[config.mk]
export PLATFORM = sky130hd
export DESIGN_NAME = http_chunked_encoder_top_flat
export DESIGN_NICKNAME = d
export VERILOG_FILES = /design/src/hdl/hce_pkg.sv /design/src/hdl/hce_ifs.sv /design/src/hdl/hce_ram.sv /design/src/hdl/hce_ctrl.sv /design/src/hdl/hce_datapath.sv /design/src/hdl/http_chunked_encoder_top.sv /design/src/flat_wrapper.sv
export SDC_FILE = /design/constraint.sdc
export NUM_CORES = 1
export LEC_CHECK = 0
export BUFFER_PORTS_ARGS = -buffer_cell sky130_fd_sc_hd__buf_2
export CAP_MARGIN = 20
export CORE_UTILIZATION = 48
export DETAILED_ROUTE_END_ITERATION = 8
export PLACE_DENSITY = 0.64
export SLEW_MARGIN = 20
export SYNTH_ARGS = -nofsm -noshare
export SYNTH_HDL_FRONTEND = slang
export SYNTH_SLANG_ARGS = --single-unit
[constraint.sdc]
create_clock -name clock -period 3.25 [get_ports clock]
set_input_delay 0 -clock clock [delete_from_list [all_inputs] [get_ports clock]]
set_output_delay 0 -clock clock [all_outputs]
set_load 0.03 [all_outputs]
[src/hdl/hce_pkg.sv]
`timescale 1ns / 1ps

package hce_pkg;

   // chunk buffer geometry
   localparam int BUFFER_BYTES = 32;
   localparam int ADDR_W       = (BUFFER_BYTES > 1) ? $clog2(BUFFER_BYTES) : 1;
   localparam int FILL_W       = 6;
   localparam int CS_W         = 6;
   localparam logic [CS_W-1:0] CS_RESET = CS_W'(32);

   // stream characters
   localparam logic [7:0] CHAR_CR   = 8'h0D;
   localparam logic [7:0] CHAR_LF   = 8'h0A;
   localparam logic [7:0] CHAR_ZERO = 8'h30;
   localparam logic [7:0] CHAR_A    = 8'h61;

   typedef enum logic [1:0] {
      CMD_WRITE  = 2'd0,
      CMD_FLUSH  = 2'd1,
      CMD_FINISH = 2'd2,
      CMD_CLOSE  = 2'd3
   } cmd_type;

   // what the output register loads
   typedef enum logic [2:0] {
      SEL_NONE,
      SEL_HEX_HI,
      SEL_HEX_LO,
      SEL_CR,
      SEL_LF,
      SEL_DATA,
      SEL_ZERO,
      SEL_REJECT
   } sel_type;

   // controller to datapath
   typedef struct packed {
      logic    emit;
      sel_type sel;
      logic    last;
      logic    flush;
      logic    wr_buf;
      logic    rd_next;
      logic    clr_fill;
      logic    set_closed;
      logic    set_closing;
   } ctl_cmd_type;

   // datapath to controller
   typedef struct packed {
      logic out_free;
      logic closed;
      logic closing_sent;
      logic fill_nz;
      logic write_emits;
      logic hi_nz;
      logic data_last;
   } dp_stat_type;

   // lowercase hex digit
   function automatic logic [7:0] hex_char(input logic [3:0] d);
      logic [7:0] r;
      if (d < 4'd10) begin
         r = CHAR_ZERO + {4'd0, d};
      end else begin
         r = CHAR_A + {4'd0, d} - 8'd10;
      end
      return r;
   endfunction

endpackage

[src/hdl/hce_ifs.sv]
`timescale 1ns / 1ps

// command channel
interface hce_req_if;
   logic             valid;
   logic             ready;
   hce_pkg::cmd_type command;
   logic [7:0]       data_byte;

   modport source (output valid, output command, output data_byte, input ready);
   modport sink   (input valid, input command, input data_byte, output ready);
endinterface

// encoded stream channel
interface hce_rsp_if;
   logic       valid;
   logic       ready;
   logic [7:0] out_byte;
   logic       byte_valid;
   logic       flush_out;
   logic       status;
   logic       last;

   modport source (output valid, output out_byte, output byte_valid, output flush_out,
                   output status, output last, input ready);
   modport sink   (input valid, input out_byte, input byte_valid, input flush_out,
                   input status, input last, output ready);
endinterface

// chunk size register write channel
interface hce_csr_if;
   logic                         valid;
   logic                         ready;
   logic [hce_pkg::CS_W-1:0]     chunk_size;

   modport source (output valid, output chunk_size, input ready);
   modport sink   (input valid, input chunk_size, output ready);
endinterface

[src/hdl/hce_ram.sv]
`timescale 1ns / 1ps

module hce_ram #(
   parameter int WIDTH = 8,
   parameter int DEPTH = 32
) (
   input  logic                                       clock,
   input  logic                                       wr_en,
   input  logic [((DEPTH > 1) ? $clog2(DEPTH) : 1)-1:0] wr_addr,
   input  logic [WIDTH-1:0]                           wr_data,
   input  logic [((DEPTH > 1) ? $clog2(DEPTH) : 1)-1:0] rd_addr,
   output logic [WIDTH-1:0]                           rd_data
);

   logic [WIDTH-1:0] mem_ff [DEPTH];
   logic [WIDTH-1:0] rd_data_ff;

   // one write port, one registered read port
   always_ff @(posedge clock) begin
      if (wr_en) begin
         mem_ff[wr_addr] <= wr_data;
      end
      rd_data_ff <= mem_ff[rd_addr];
   end

   assign rd_data = rd_data_ff;

endmodule

[src/hdl/hce_ctrl.sv]
`timescale 1ns / 1ps

module hce_ctrl (
   input  logic                 clock,
   input  logic                 reset,
   input  logic                 req_valid,
   input  hce_pkg::cmd_type     req_command,
   output logic                 req_ready,
   input  hce_pkg::dp_stat_type stat,
   output hce_pkg::ctl_cmd_type cmd
);
   import hce_pkg::*;

   typedef enum logic [3:0] {
      S_IDLE,
      S_HEX_HI,
      S_HEX_LO,
      S_CR1,
      S_LF1,
      S_DATA,
      S_CR2,
      S_LF2,
      S_ZERO,
      S_CR3,
      S_LF3,
      S_CR4,
      S_LF4,
      S_FLUSH,
      S_REJECT
   } state_type;

   state_type state_ff, state_in;
   logic      fin_ff, fin_in;
   logic      flush_ff, flush_in;
   logic      do_chunk;

   assign req_ready = (state_ff == S_IDLE);

   // next state and datapath commands
   always_comb begin
      state_in = state_ff;
      fin_in   = fin_ff;
      flush_in = flush_ff;
      do_chunk = 1'b0;
      cmd             = '0;
      cmd.sel         = SEL_NONE;
      case (state_ff)
         S_IDLE: begin
            if (req_valid) begin
               fin_in   = 1'b0;
               flush_in = 1'b0;
               case (req_command)
                  CMD_WRITE: begin
                     if (stat.closed) begin
                        state_in = S_REJECT;
                     end else begin
                        cmd.wr_buf = 1'b1;
                        if (stat.write_emits) begin
                           state_in = S_HEX_HI;
                        end
                     end
                  end
                  CMD_FLUSH: begin
                     flush_in = 1'b1;
                     state_in = stat.fill_nz ? S_HEX_HI : S_FLUSH;
                  end
                  CMD_FINISH: begin
                     if (!stat.closing_sent) begin
                        fin_in   = 1'b1;
                        state_in = stat.fill_nz ? S_HEX_HI : S_ZERO;
                     end
                  end
                  CMD_CLOSE: begin
                     if (!stat.closed) begin
                        cmd.set_closed = 1'b1;
                        flush_in       = 1'b1;
                        fin_in         = !stat.closing_sent;
                        do_chunk       = stat.fill_nz && !stat.closing_sent;
                        if (do_chunk) begin
                           state_in = S_HEX_HI;
                        end else if (!stat.closing_sent) begin
                           state_in = S_ZERO;
                        end else begin
                           state_in = S_FLUSH;
                        end
                     end
                  end
                  default: begin
                     state_in = S_IDLE;
                  end
               endcase
            end
         end
         S_HEX_HI: begin
            // high digit only when the count needs it
            if (!stat.hi_nz) begin
               state_in = S_HEX_LO;
            end else if (stat.out_free) begin
               cmd.emit = 1'b1;
               cmd.sel  = SEL_HEX_HI;
               state_in = S_HEX_LO;
            end
         end
         S_HEX_LO: begin
            if (stat.out_free) begin
               cmd.emit = 1'b1;
               cmd.sel  = SEL_HEX_LO;
               state_in = S_CR1;
            end
         end
         S_CR1: begin
            if (stat.out_free) begin
               cmd.emit = 1'b1;
               cmd.sel  = SEL_CR;
               state_in = S_LF1;
            end
         end
         S_LF1: begin
            if (stat.out_free) begin
               cmd.emit = 1'b1;
               cmd.sel  = SEL_LF;
               state_in = S_DATA;
            end
         end
         S_DATA: begin
            if (stat.out_free) begin
               cmd.emit    = 1'b1;
               cmd.sel     = SEL_DATA;
               cmd.rd_next = 1'b1;
               state_in    = stat.data_last ? S_CR2 : S_DATA;
            end
         end
         S_CR2: begin
            if (stat.out_free) begin
               cmd.emit = 1'b1;
               cmd.sel  = SEL_CR;
               state_in = S_LF2;
            end
         end
         S_LF2: begin
            if (stat.out_free) begin
               cmd.emit     = 1'b1;
               cmd.sel      = SEL_LF;
               cmd.clr_fill = 1'b1;
               state_in     = fin_ff ? S_ZERO : S_IDLE;
            end
         end
         S_ZERO: begin
            if (stat.out_free) begin
               cmd.emit = 1'b1;
               cmd.sel  = SEL_ZERO;
               state_in = S_CR3;
            end
         end
         S_CR3: begin
            if (stat.out_free) begin
               cmd.emit = 1'b1;
               cmd.sel  = SEL_CR;
               state_in = S_LF3;
            end
         end
         S_LF3: begin
            if (stat.out_free) begin
               cmd.emit = 1'b1;
               cmd.sel  = SEL_LF;
               state_in = S_CR4;
            end
         end
         S_CR4: begin
            if (stat.out_free) begin
               cmd.emit = 1'b1;
               cmd.sel  = SEL_CR;
               state_in = S_LF4;
            end
         end
         S_LF4: begin
            if (stat.out_free) begin
               cmd.emit        = 1'b1;
               cmd.sel         = SEL_LF;
               cmd.set_closing = 1'b1;
               state_in        = S_IDLE;
            end
         end
         S_FLUSH: begin
            if (stat.out_free) begin
               cmd.emit = 1'b1;
               cmd.sel  = SEL_NONE;
               state_in = S_IDLE;
            end
         end
         S_REJECT: begin
            if (stat.out_free) begin
               cmd.emit = 1'b1;
               cmd.sel  = SEL_REJECT;
               state_in = S_IDLE;
            end
         end
         default: begin
            state_in = S_IDLE;
         end
      endcase
      // a beat is the final one when the sequence ends with it
      cmd.last  = (state_in == S_IDLE);
      cmd.flush = flush_ff;
   end

   // state and sequence flags
   always_ff @(posedge clock) begin
      if (reset) begin
         state_ff <= S_IDLE;
         fin_ff   <= 1'b0;
         flush_ff <= 1'b0;
      end else begin
         state_ff <= state_in;
         fin_ff   <= fin_in;
         flush_ff <= flush_in;
      end
   end

endmodule

[src/hdl/hce_datapath.sv]
`timescale 1ns / 1ps

module hce_datapath (
   input  logic                      clock,
   input  logic                      reset,
   input  logic [7:0]                req_data_byte,
   input  logic                      csr_write,
   input  logic [hce_pkg::CS_W-1:0]  csr_chunk_size,
   input  hce_pkg::ctl_cmd_type      cmd,
   output hce_pkg::dp_stat_type      stat,
   input  logic                      rsp_ready,
   output logic                      rsp_valid,
   output logic [7:0]                rsp_out_byte,
   output logic                      rsp_byte_valid,
   output logic                      rsp_flush_out,
   output logic                      rsp_status,
   output logic                      rsp_last
);
   import hce_pkg::*;

   logic [CS_W-1:0]   chunk_size_ff;
   logic [CS_W-1:0]   eff_size;
   logic [FILL_W-1:0] fill_ff;
   logic [FILL_W-1:0] fill_wr;
   logic [FILL_W-1:0] idx_ff;
   logic [FILL_W-1:0] idx_inc;
   logic              fill_room;
   logic              closed_ff;
   logic              closing_ff;
   logic              buf_wr;
   logic [ADDR_W-1:0] rd_addr;
   logic [7:0]        rd_data;
   logic [7:0]        byte_in;
   logic              rsp_valid_ff;
   logic [7:0]        out_byte_ff;
   logic              byte_valid_ff;
   logic              flush_out_ff;
   logic              status_ff;
   logic              last_ff;

   // chunk size clamped to the buffer, zero taken as one
   always_comb begin
      if (chunk_size_ff == '0) begin
         eff_size = CS_W'(1);
      end else if (chunk_size_ff > CS_W'(BUFFER_BYTES)) begin
         eff_size = CS_W'(BUFFER_BYTES);
      end else begin
         eff_size = chunk_size_ff;
      end
   end

   // fill level after an incoming write
   assign fill_room = (fill_ff < FILL_W'(BUFFER_BYTES));
   assign fill_wr   = fill_room ? fill_ff + FILL_W'(1) : fill_ff;
   assign buf_wr    = cmd.wr_buf && fill_room;
   assign idx_inc   = idx_ff + FILL_W'(1);

   // read one ahead so a data byte goes out every cycle while the output register is free
   assign rd_addr = cmd.rd_next ? idx_inc[ADDR_W-1:0] : idx_ff[ADDR_W-1:0];

   hce_ram #(
      .WIDTH (8),
      .DEPTH (BUFFER_BYTES)
   ) u_buf (
      .clock   (clock),
      .wr_en   (buf_wr),
      .wr_addr (fill_ff[ADDR_W-1:0]),
      .wr_data (req_data_byte),
      .rd_addr (rd_addr),
      .rd_data (rd_data)
   );

   // status toward the controller
   always_comb begin
      stat.out_free     = !rsp_valid_ff || rsp_ready;
      stat.closed       = closed_ff;
      stat.closing_sent = closing_ff;
      stat.fill_nz      = (fill_ff != '0);
      stat.write_emits  = (fill_wr >= FILL_W'(eff_size));
      stat.hi_nz        = (fill_ff[FILL_W-1:4] != '0);
      stat.data_last    = (idx_inc == fill_ff);
   end

   // stream state
   always_ff @(posedge clock) begin
      if (reset) begin
         chunk_size_ff <= CS_RESET;
         fill_ff       <= '0;
         idx_ff        <= '0;
         closed_ff     <= 1'b0;
         closing_ff    <= 1'b0;
      end else begin
         if (csr_write) begin
            chunk_size_ff <= csr_chunk_size;
         end
         if (buf_wr) begin
            fill_ff <= fill_wr;
         end
         if (cmd.clr_fill) begin
            fill_ff <= '0;
            idx_ff  <= '0;
         end else if (cmd.rd_next) begin
            idx_ff <= idx_inc;
         end
         if (cmd.set_closed) begin
            closed_ff <= 1'b1;
         end
         if (cmd.set_closing) begin
            closing_ff <= 1'b1;
         end
      end
   end

   // byte select for the next beat
   always_comb begin
      case (cmd.sel)
         SEL_HEX_HI: byte_in = hex_char({2'b00, fill_ff[FILL_W-1:4]});
         SEL_HEX_LO: byte_in = hex_char(fill_ff[3:0]);
         SEL_CR:     byte_in = CHAR_CR;
         SEL_LF:     byte_in = CHAR_LF;
         SEL_DATA:   byte_in = rd_data;
         SEL_ZERO:   byte_in = CHAR_ZERO;
         default:    byte_in = 8'd0;
      endcase
   end

   // output register valid
   always_ff @(posedge clock) begin
      if (reset) begin
         rsp_valid_ff <= 1'b0;
      end else if (cmd.emit) begin
         rsp_valid_ff <= 1'b1;
      end else if (rsp_ready) begin
         rsp_valid_ff <= 1'b0;
      end
   end

   // output register payload
   always_ff @(posedge clock) begin
      if (cmd.emit) begin
         out_byte_ff   <= byte_in;
         byte_valid_ff <= (cmd.sel != SEL_NONE) && (cmd.sel != SEL_REJECT);
         status_ff     <= (cmd.sel == SEL_REJECT);
         last_ff       <= cmd.last;
         flush_out_ff  <= cmd.last && cmd.flush;
      end
   end

   assign rsp_valid      = rsp_valid_ff;
   assign rsp_out_byte   = out_byte_ff;
   assign rsp_byte_valid = byte_valid_ff;
   assign rsp_flush_out  = flush_out_ff;
   assign rsp_status     = status_ff;
   assign rsp_last       = last_ff;

endmodule

[src/hdl/http_chunked_encoder_top.sv]
`timescale 1ns / 1ps

// channel   dir  payload                                            beat on
// req_bus   in   command, data_byte                                 valid & ready
// rsp_bus   out  out_byte, byte_valid, flush_out, status, last      valid & ready
// csr_bus   in   chunk_size                                         valid & ready
//
// one command at a time; req_bus.ready is high only between commands
// a chunk goes out as length digits, CR LF, data, CR LF, passing through the high digit step
// whether or not the high length digit is sent, the closing chunk as 0 CR LF CR LF; while
// rsp_bus is ready the output register hands out one stream byte per cycle and the buffer is
// read one byte a cycle; rsp_bus stalls hold the sequencer in place; csr_bus is always ready
// synchronous reset clears the fill level and the closed and closing flags, chunk_size to 32

module http_chunked_encoder_top (
   input  logic             clock,
   input  logic             reset,
   hce_req_if.sink          req_bus,
   hce_rsp_if.source        rsp_bus,
   hce_csr_if.sink          csr_bus
);
   import hce_pkg::*;

   ctl_cmd_type cmd;
   dp_stat_type stat;

   assign csr_bus.ready = 1'b1;

   hce_ctrl u_ctrl (
      .clock       (clock),
      .reset       (reset),
      .req_valid   (req_bus.valid),
      .req_command (req_bus.command),
      .req_ready   (req_bus.ready),
      .stat        (stat),
      .cmd         (cmd)
   );

   hce_datapath u_dp (
      .clock          (clock),
      .reset          (reset),
      .req_data_byte  (req_bus.data_byte),
      .csr_write      (csr_bus.valid),
      .csr_chunk_size (csr_bus.chunk_size),
      .cmd            (cmd),
      .stat           (stat),
      .rsp_ready      (rsp_bus.ready),
      .rsp_valid      (rsp_bus.valid),
      .rsp_out_byte   (rsp_bus.out_byte),
      .rsp_byte_valid (rsp_bus.byte_valid),
      .rsp_flush_out  (rsp_bus.flush_out),
      .rsp_status     (rsp_bus.status),
      .rsp_last       (rsp_bus.last)
   );

endmodule

[src/flat_wrapper.sv]
// flat-port wrapper written by rule: the top's interface ports become plain ports
module http_chunked_encoder_top_flat import hce_pkg::*;
  (clock, reset, req_bus_valid, req_bus_command, req_bus_data_byte, req_bus_ready, rsp_bus_valid, rsp_bus_out_byte, rsp_bus_byte_valid, rsp_bus_flush_out, rsp_bus_status, rsp_bus_last, rsp_bus_ready, csr_bus_valid, csr_bus_chunk_size, csr_bus_ready);
  hce_req_if req_bus_i ();
  hce_rsp_if rsp_bus_i ();
  hce_csr_if csr_bus_i ();
  input  logic clock;
  input  logic reset;
  input wire logic [$bits(req_bus_i.valid)-1:0] req_bus_valid;
  input wire logic [$bits(req_bus_i.command)-1:0] req_bus_command;
  input wire logic [$bits(req_bus_i.data_byte)-1:0] req_bus_data_byte;
  output wire logic [$bits(req_bus_i.ready)-1:0] req_bus_ready;
  output wire logic [$bits(rsp_bus_i.valid)-1:0] rsp_bus_valid;
  output wire logic [$bits(rsp_bus_i.out_byte)-1:0] rsp_bus_out_byte;
  output wire logic [$bits(rsp_bus_i.byte_valid)-1:0] rsp_bus_byte_valid;
  output wire logic [$bits(rsp_bus_i.flush_out)-1:0] rsp_bus_flush_out;
  output wire logic [$bits(rsp_bus_i.status)-1:0] rsp_bus_status;
  output wire logic [$bits(rsp_bus_i.last)-1:0] rsp_bus_last;
  input wire logic [$bits(rsp_bus_i.ready)-1:0] rsp_bus_ready;
  input wire logic [$bits(csr_bus_i.valid)-1:0] csr_bus_valid;
  input wire logic [$bits(csr_bus_i.chunk_size)-1:0] csr_bus_chunk_size;
  output wire logic [$bits(csr_bus_i.ready)-1:0] csr_bus_ready;
  assign req_bus_i.valid = req_bus_valid;
  assign req_bus_i.command = req_bus_command;
  assign req_bus_i.data_byte = req_bus_data_byte;
  assign req_bus_ready = req_bus_i.ready;
  assign rsp_bus_valid = rsp_bus_i.valid;
  assign rsp_bus_out_byte = rsp_bus_i.out_byte;
  assign rsp_bus_byte_valid = rsp_bus_i.byte_valid;
  assign rsp_bus_flush_out = rsp_bus_i.flush_out;
  assign rsp_bus_status = rsp_bus_i.status;
  assign rsp_bus_last = rsp_bus_i.last;
  assign rsp_bus_i.ready = rsp_bus_ready;
  assign csr_bus_i.valid = csr_bus_valid;
  assign csr_bus_i.chunk_size = csr_bus_chunk_size;
  assign csr_bus_ready = csr_bus_i.ready;
  http_chunked_encoder_top u_core (.clock(clock), .reset(reset), .req_bus(req_bus_i), .rsp_bus(rsp_bus_i), .csr_bus(csr_bus_i));
endmodule
Word level (Yosys, flattened, before mapping)
Memory sizes are Yosys's and may differ from the RTL's. A register that Yosys moved wholly into a read port is not among the register bits.
Cells that the tools add are included.
Storage, ports and cells
  memories kept: 1
  bits in registers: 39
  word-level logic and storage cells: 136
  output and inout bits: 15
  RAM bits: 256
  input port bits: 21
Cells by class
  eq/ne operators: 26
  reduce and logical (&&, ||, !) cells: 20
  mux-type cells: 62
  $lt $le $gt $ge: 5
  $add $sub $neg: 8
Memories
  u_core.u_dp.u_buf.mem_ff: depth 32, width 8, rd ports 1, clocked after Yosys merged registers in 1, write ports 1, RTL line hce_ram.sv:15  | logic [WIDTH-1:0] mem_ff [DEPTH];
Operators with widths (number)
  $mux W4: 31
  $pmux W4 S13: 1
  $pmux W8 S6: 1
  $pmux W4 S8: 1
  $eq A4 B4 Y1 const B: 7
  $mux W6: 3
  $mux W1: 17
  $eq A4 B3 Y1 const B: 4
  $mux W8: 2
  $pmux W4 S4: 1
  $sub A8 B4 Y8 const B: 2
  $add A6 B1 Y6 const B: 2
  $eq A3 B3 Y1 const B: 4
  $add A7 B2 Y8 const A: 1
  $add A7 B4 Y8 const A: 1
  $eq A4 B2 Y1 const B: 2
  $logic_not A4 Y1: 2
  $reduce_or A4 Y1: 2
  $add A6 B2 Y7 const A: 1
  $add A6 B4 Y7 const A: 1
  $eq A3 B2 Y1 const B: 2
  $eq A6 B6 Y1: 1
  $ge A6 B6 Y1: 1
  $gt A6 B6 Y1 const B: 1
  23 further kinds: 30

Depth between registers and ports, before layout
  word-level depth: 11
  depth in mapped cells: 11
  mapped depth without buffers: 11

By module
From an unflattened synthesis, not the netlist that was laid out.
Second synthesis, totals
  cell total of the unflattened synthesis: 728
  area total of the unflattened synthesis: 12741.0 µm²
By module, submodules not included
  hce_ram: area each 10053.4 µm², times used 1, cells an instance 417, seq. area each 7847.5 µm²
  hce_datapath: area each 1859.3 µm², times used 1, cells an instance 202, seq. area each 780.7 µm²
  hce_ctrl: area each 817.0 µm², times used 1, cells an instance 107, seq. area each 120.1 µm²
  http_chunked_encoder_top: area each 11.3 µm², times used 1, cells an instance 2, seq. area each 0.0 µm²

Worst setup path after synthesis
Ideal clock, no wire load.
  path kind: register to register
  from: register u_core.u_ctrl.state_ff[2]
  to: memory u_core.u_dp.u_buf.mem_ff[11][0], enable pin
  buffers on the path: 2
  period minus slack after synthesis: 3.299 ns
  setup slack: -0.049 ns
  setup time: 0.370 ns
  cell stages (with the launch flop): 9
  data required time: 2.880 ns
  data arrival time: 2.929 ns
  path through: dfxtp_1 > buf_4 > nor4_1 > and2_0 > buf_2 > nand2_1 > nor2_1 > nand2_1 > nor2_1
On the way
  word-level cells in the longest chain between the ends: 5
RTL lines
  from (decl): RTL line hce_ctrl.sv:32  | state_type state_ff, state_in;
  from (signal assigned): RTL line hce_ctrl.sv:214  | state_ff <= state_in;
  $logic_not A4 Y1
  net req_bus_ready: RTL line flat_wrapper.sv:12  | output wire logic [$bits(req_bus_i.ready)-1:0] req_bus_ready;
  $mux W1: RTL line hce_ctrl.sv:47  | case (state_ff)
  $logic_and A1 B1 Y1: RTL line hce_datapath.sv:55  | assign buf_wr = cmd.wr_buf && fill_room;
  $mux W1: RTL line hce_ram.sv:20  | if (wr_en) begin
  $mux W1 (implied by the code): RTL line hce_ram.sv:21  | mem_ff[wr_addr] <= wr_data;
  to (decl): RTL line hce_ram.sv:15
The timed path passes the listed nets, and every way through them passes these cells.

Final worst setup path
  from: register u_core.u_ctrl.state_ff[2]
  to: memory u_core.u_dp.u_buf.mem_ff[11][5], enable pin
On the way
  word-level cells in the longest chain between the ends: 5
RTL lines (RTL line)
  $logic_not A4 Y1: hce_ctrl.sv:47
  $mux W1: hce_ctrl.sv:47
  $logic_and A1 B1 Y1: hce_datapath.sv:55
  $mux W1: hce_ram.sv:20
  $mux W1 (implied by the code): hce_ram.sv:21
No other way between the ends.

==> results.yml <==
clock_tree:
  root_buffer: "clkbuf_16"
  cts_max_level: 2
  cts_buffer_depth: 3
  cts_tree: "yes"
  numCtsBuffers: 34
  clk_latency_ns: 0.52
  clkSlewWorstSetupHoldPaths_ns: 0.06
  cts.sinks: 303
place:
  dpl.hpwl_um: 18800
  placed_area_mm2: 0.0133
  dp_slack_ns: 0.245
  port_buffers: 34
  place_congestion: 0.837
finish:
  syn_to_final_growth_pct: 18.2
  multi_input_comb_area_mm2: 0.00349
  fillers: 1909
  fin_util: 0.581
  fin_area_mm2: 0.0147
  layout-drive-gt1-share: 0.245
  antennaDiodeCount: 0
  nets: 896
  register_area_mm2: 0.00875
synth:
  synth-xor-area-share: 0.0162
  async_reset_ff_frac: 0
  avgSynthCellArea_um2: 16.5
  post-synth-top-count-cell: "edfxtp_1"
  synth-edff-count: 268
  seq_area_frac_synth: 0.703
  synthSimpleGateAreaFrac: 0.0679
  synthTopCellsByCount: "edfxtp_1, nor2_1, mux4_2, nand2_1, dfxtp_1"
  synth_compound_area_frac: 0.0609
  synthAdderAreaFrac: 0.0121
  synth_top_family_by_area: "multiplexers"
  syn_inst: 754
  yosysTopAreaCell: "edfxtp_1"
  synthDistinctLibCells: 53
  synth.mux.area_fraction: 0.121
  netlist_top_cells_area: "edfxtp_1, mux4_2, dfxtp_1, nor2_1, ha_1"
  synth_area_mm2: 0.0124
  syn-num-nets: 787
  dominantRegCellSynth: "edfxtp_1"
  synth-seq-cells: 303
  synth.top_cell.area_share: 0.647
  yosysWarnings: 0
routing:
  vias: 7106
  drtIter0Drc: 633
  postRouteAntennaNets: 0
  vias_per_cell: 5.83
  postRouteWirelength_um: 28900
  drc: 0
  wl_per_cell_um: 23.7
  first_pass_iters: 5
critical_path:
  end_kind: "flop"
  crit_required_ns: 3.47
  critPathLaunch: "u_core.u_ctrl.state_ff[2]$_SDFF_PP0_"
  cp-start-kind: "flop"
  worstReg2RegStart: "u_core.u_ctrl.state_ff[2]$_SDFF_PP0_"
  worstSetupPathType: "flop to flop"
  cp_max_fo: 12
  worstPathArrival_ns: 3.29
sta:
  min_period_ns: 3.08
  hold_viol_final: 0
  fmax_mhz: 325
  rsz0062_at_grt: "false"
  final.setup.tns_ns: 0
  skew_ns: 0.0171
  slew_headroom: 0.352
  setup_viol: 0
  slew_viol_final: 0
  tightestPinTransition_ns: 0.966
  min_period_over_period: 0.947
  fin_ws_ns: 0.172
die:
  die_h_um: 163
  die_width_um: 163
  core_mm2: 0.0253
  dieArea_mm2: 0.0266
  ios: 36
  initial_core_util: 0.491
  fp-row-count: 58
global_routing:
  grt_first_pass_wirelength_um: 43900
  grt_max_degree: 41
  antenna_found_initial: 0
  grt_usage: 0.226
  grt_overflow: 0
  grt_pass1_vias: 7279
pwr:
  vdd_drop_max_uv: 448
  power_leakage_uw: 0.00496
  power_density_mw_per_mm2: 651
min_path:
  min_path_type: "input port to flop"
  hold_start: "req_bus_data_byte[7]"
job:
  max-cap-violations: 0
outcome:
  status: "completed"
flip-flops by register name, indices dropped and copies added, names as in the netlist, 4 cells and up:
signal / flops
u_core.u_ctrl.state_ff: 4
u_core.u_dp.rsp_out_byte: 8
u_core.u_dp.u_buf.rd_data: 8
u_core.u_dp.fill_ff: 6
u_core.u_dp.u_buf.mem_ff: 256
u_core.u_dp.idx_ff: 6
u_core.u_dp.chunk_size_ff: 6
routing by layer:
| metal | GRT usage | wire length, µm | vias up |
|---|---|---|---|
| met2 | 0.370 | 14100 | 230 |
| li1 | - | - | 3190 |
| met1 | 0.305 | 12400 | 3635 |
| met4 | 0.0739 | 769 | 0 |
| met5 | 0 | 0 | - |
| met3 | 0.0430 | 1700 | 51 |
layout make-up:
class | instances | share of cell area
multi-input cells | 400 | 0.237
clock inverters | 24 | 0.0176
well taps | 330 | 0.0281
flip-flops and latches | 303 | 0.595
repair buffers | 116 | 0.0594
inverters | 8 | 0.00204
clock buffers | 37 | 0.0607
final timing paths:
kind                                                             endpoint  cells after the start  slack (ns)
worst max-delay path            u_core.u_dp.u_buf.mem_ff[11][5]$_DFFE_PP_                      7        0.17
worst min-delay path            u_core.u_dp.u_buf.mem_ff[31][7]$_DFFE_PP_                      1        0.02
worst max register to register  u_core.u_dp.u_buf.mem_ff[11][5]$_DFFE_PP_                      7        0.17
worst min register to register          u_core.u_ctrl.fin_ff$_SDFFE_PP0P_                      2        0.48
power breakdown:
group	internal (µW)	switching, µW
Sequential	4420	75.8
Combinational	392	778
Clock	2390	1510
repair_timing:
item / in CTS / in global routing
hold buffers: 25 / 0
resized for setup: 0 / 0
hold endpoints to repair: 13 / 0
setup buffers: 0 / 0
cells in the final DEF, fill, tap and decap left out, drive strengths merged, types with 2 or more instances in the layout:
cell and instances:
a2111oi 2, a211o 2, a211oi 2, a21boi 2, a21oi 21, a221oi 2, a22o 17, a22oi 18
a31oi 10, and2 4, buf 91, bufinv 5, clkbuf 37, clkinv 17, dfxtp 35, dlygate4sd3 25
edfxtp 268, ha 12, inv 10, mux2i 5, mux4 64, nand2 39, nand2b 8, nand3 20
nand3b 3, nor2 72, nor2b 9, nor3 16, nor3b 2, nor4 2, o21a 4, o21ai 19
o21bai 2, o22ai 2, o31ai 2, or3 3, xnor2 16, xor2 7
worst max-delay path, cell delays in order (launching register included):
cell and delay, ns:
dfxtp_1 0.41, nor4_2 0.40, and2_0 0.40, nand2_1 0.25, nor2_1 0.37, nand2_1 0.46, nor2_1 0.28, buf_4 0.21
kinds of logic (layout without fill, tap and decap cells):
group,Yosys count,after routing
AOI/OAI and AO/OA,111,111
xor gates and xnor gates,23,23
adders and majority gates,12,12
buffers and inverters,51,185
DFF,303,303
muxes,70,70
other,1,1
and+or+nand+nor,183,183
stage by stage:
stage	hold WS, ns	cells	power, µW
final	0.0212	1218	9570
after global routing	0.0304	1218	9900
after CTS	0.0107	1218	9630
after detailed placement	0.226	1132	5700
after global placement	0.213	1132	5690
after floorplan	0.0691	754	5310
(Power assumes the default switching activity.)
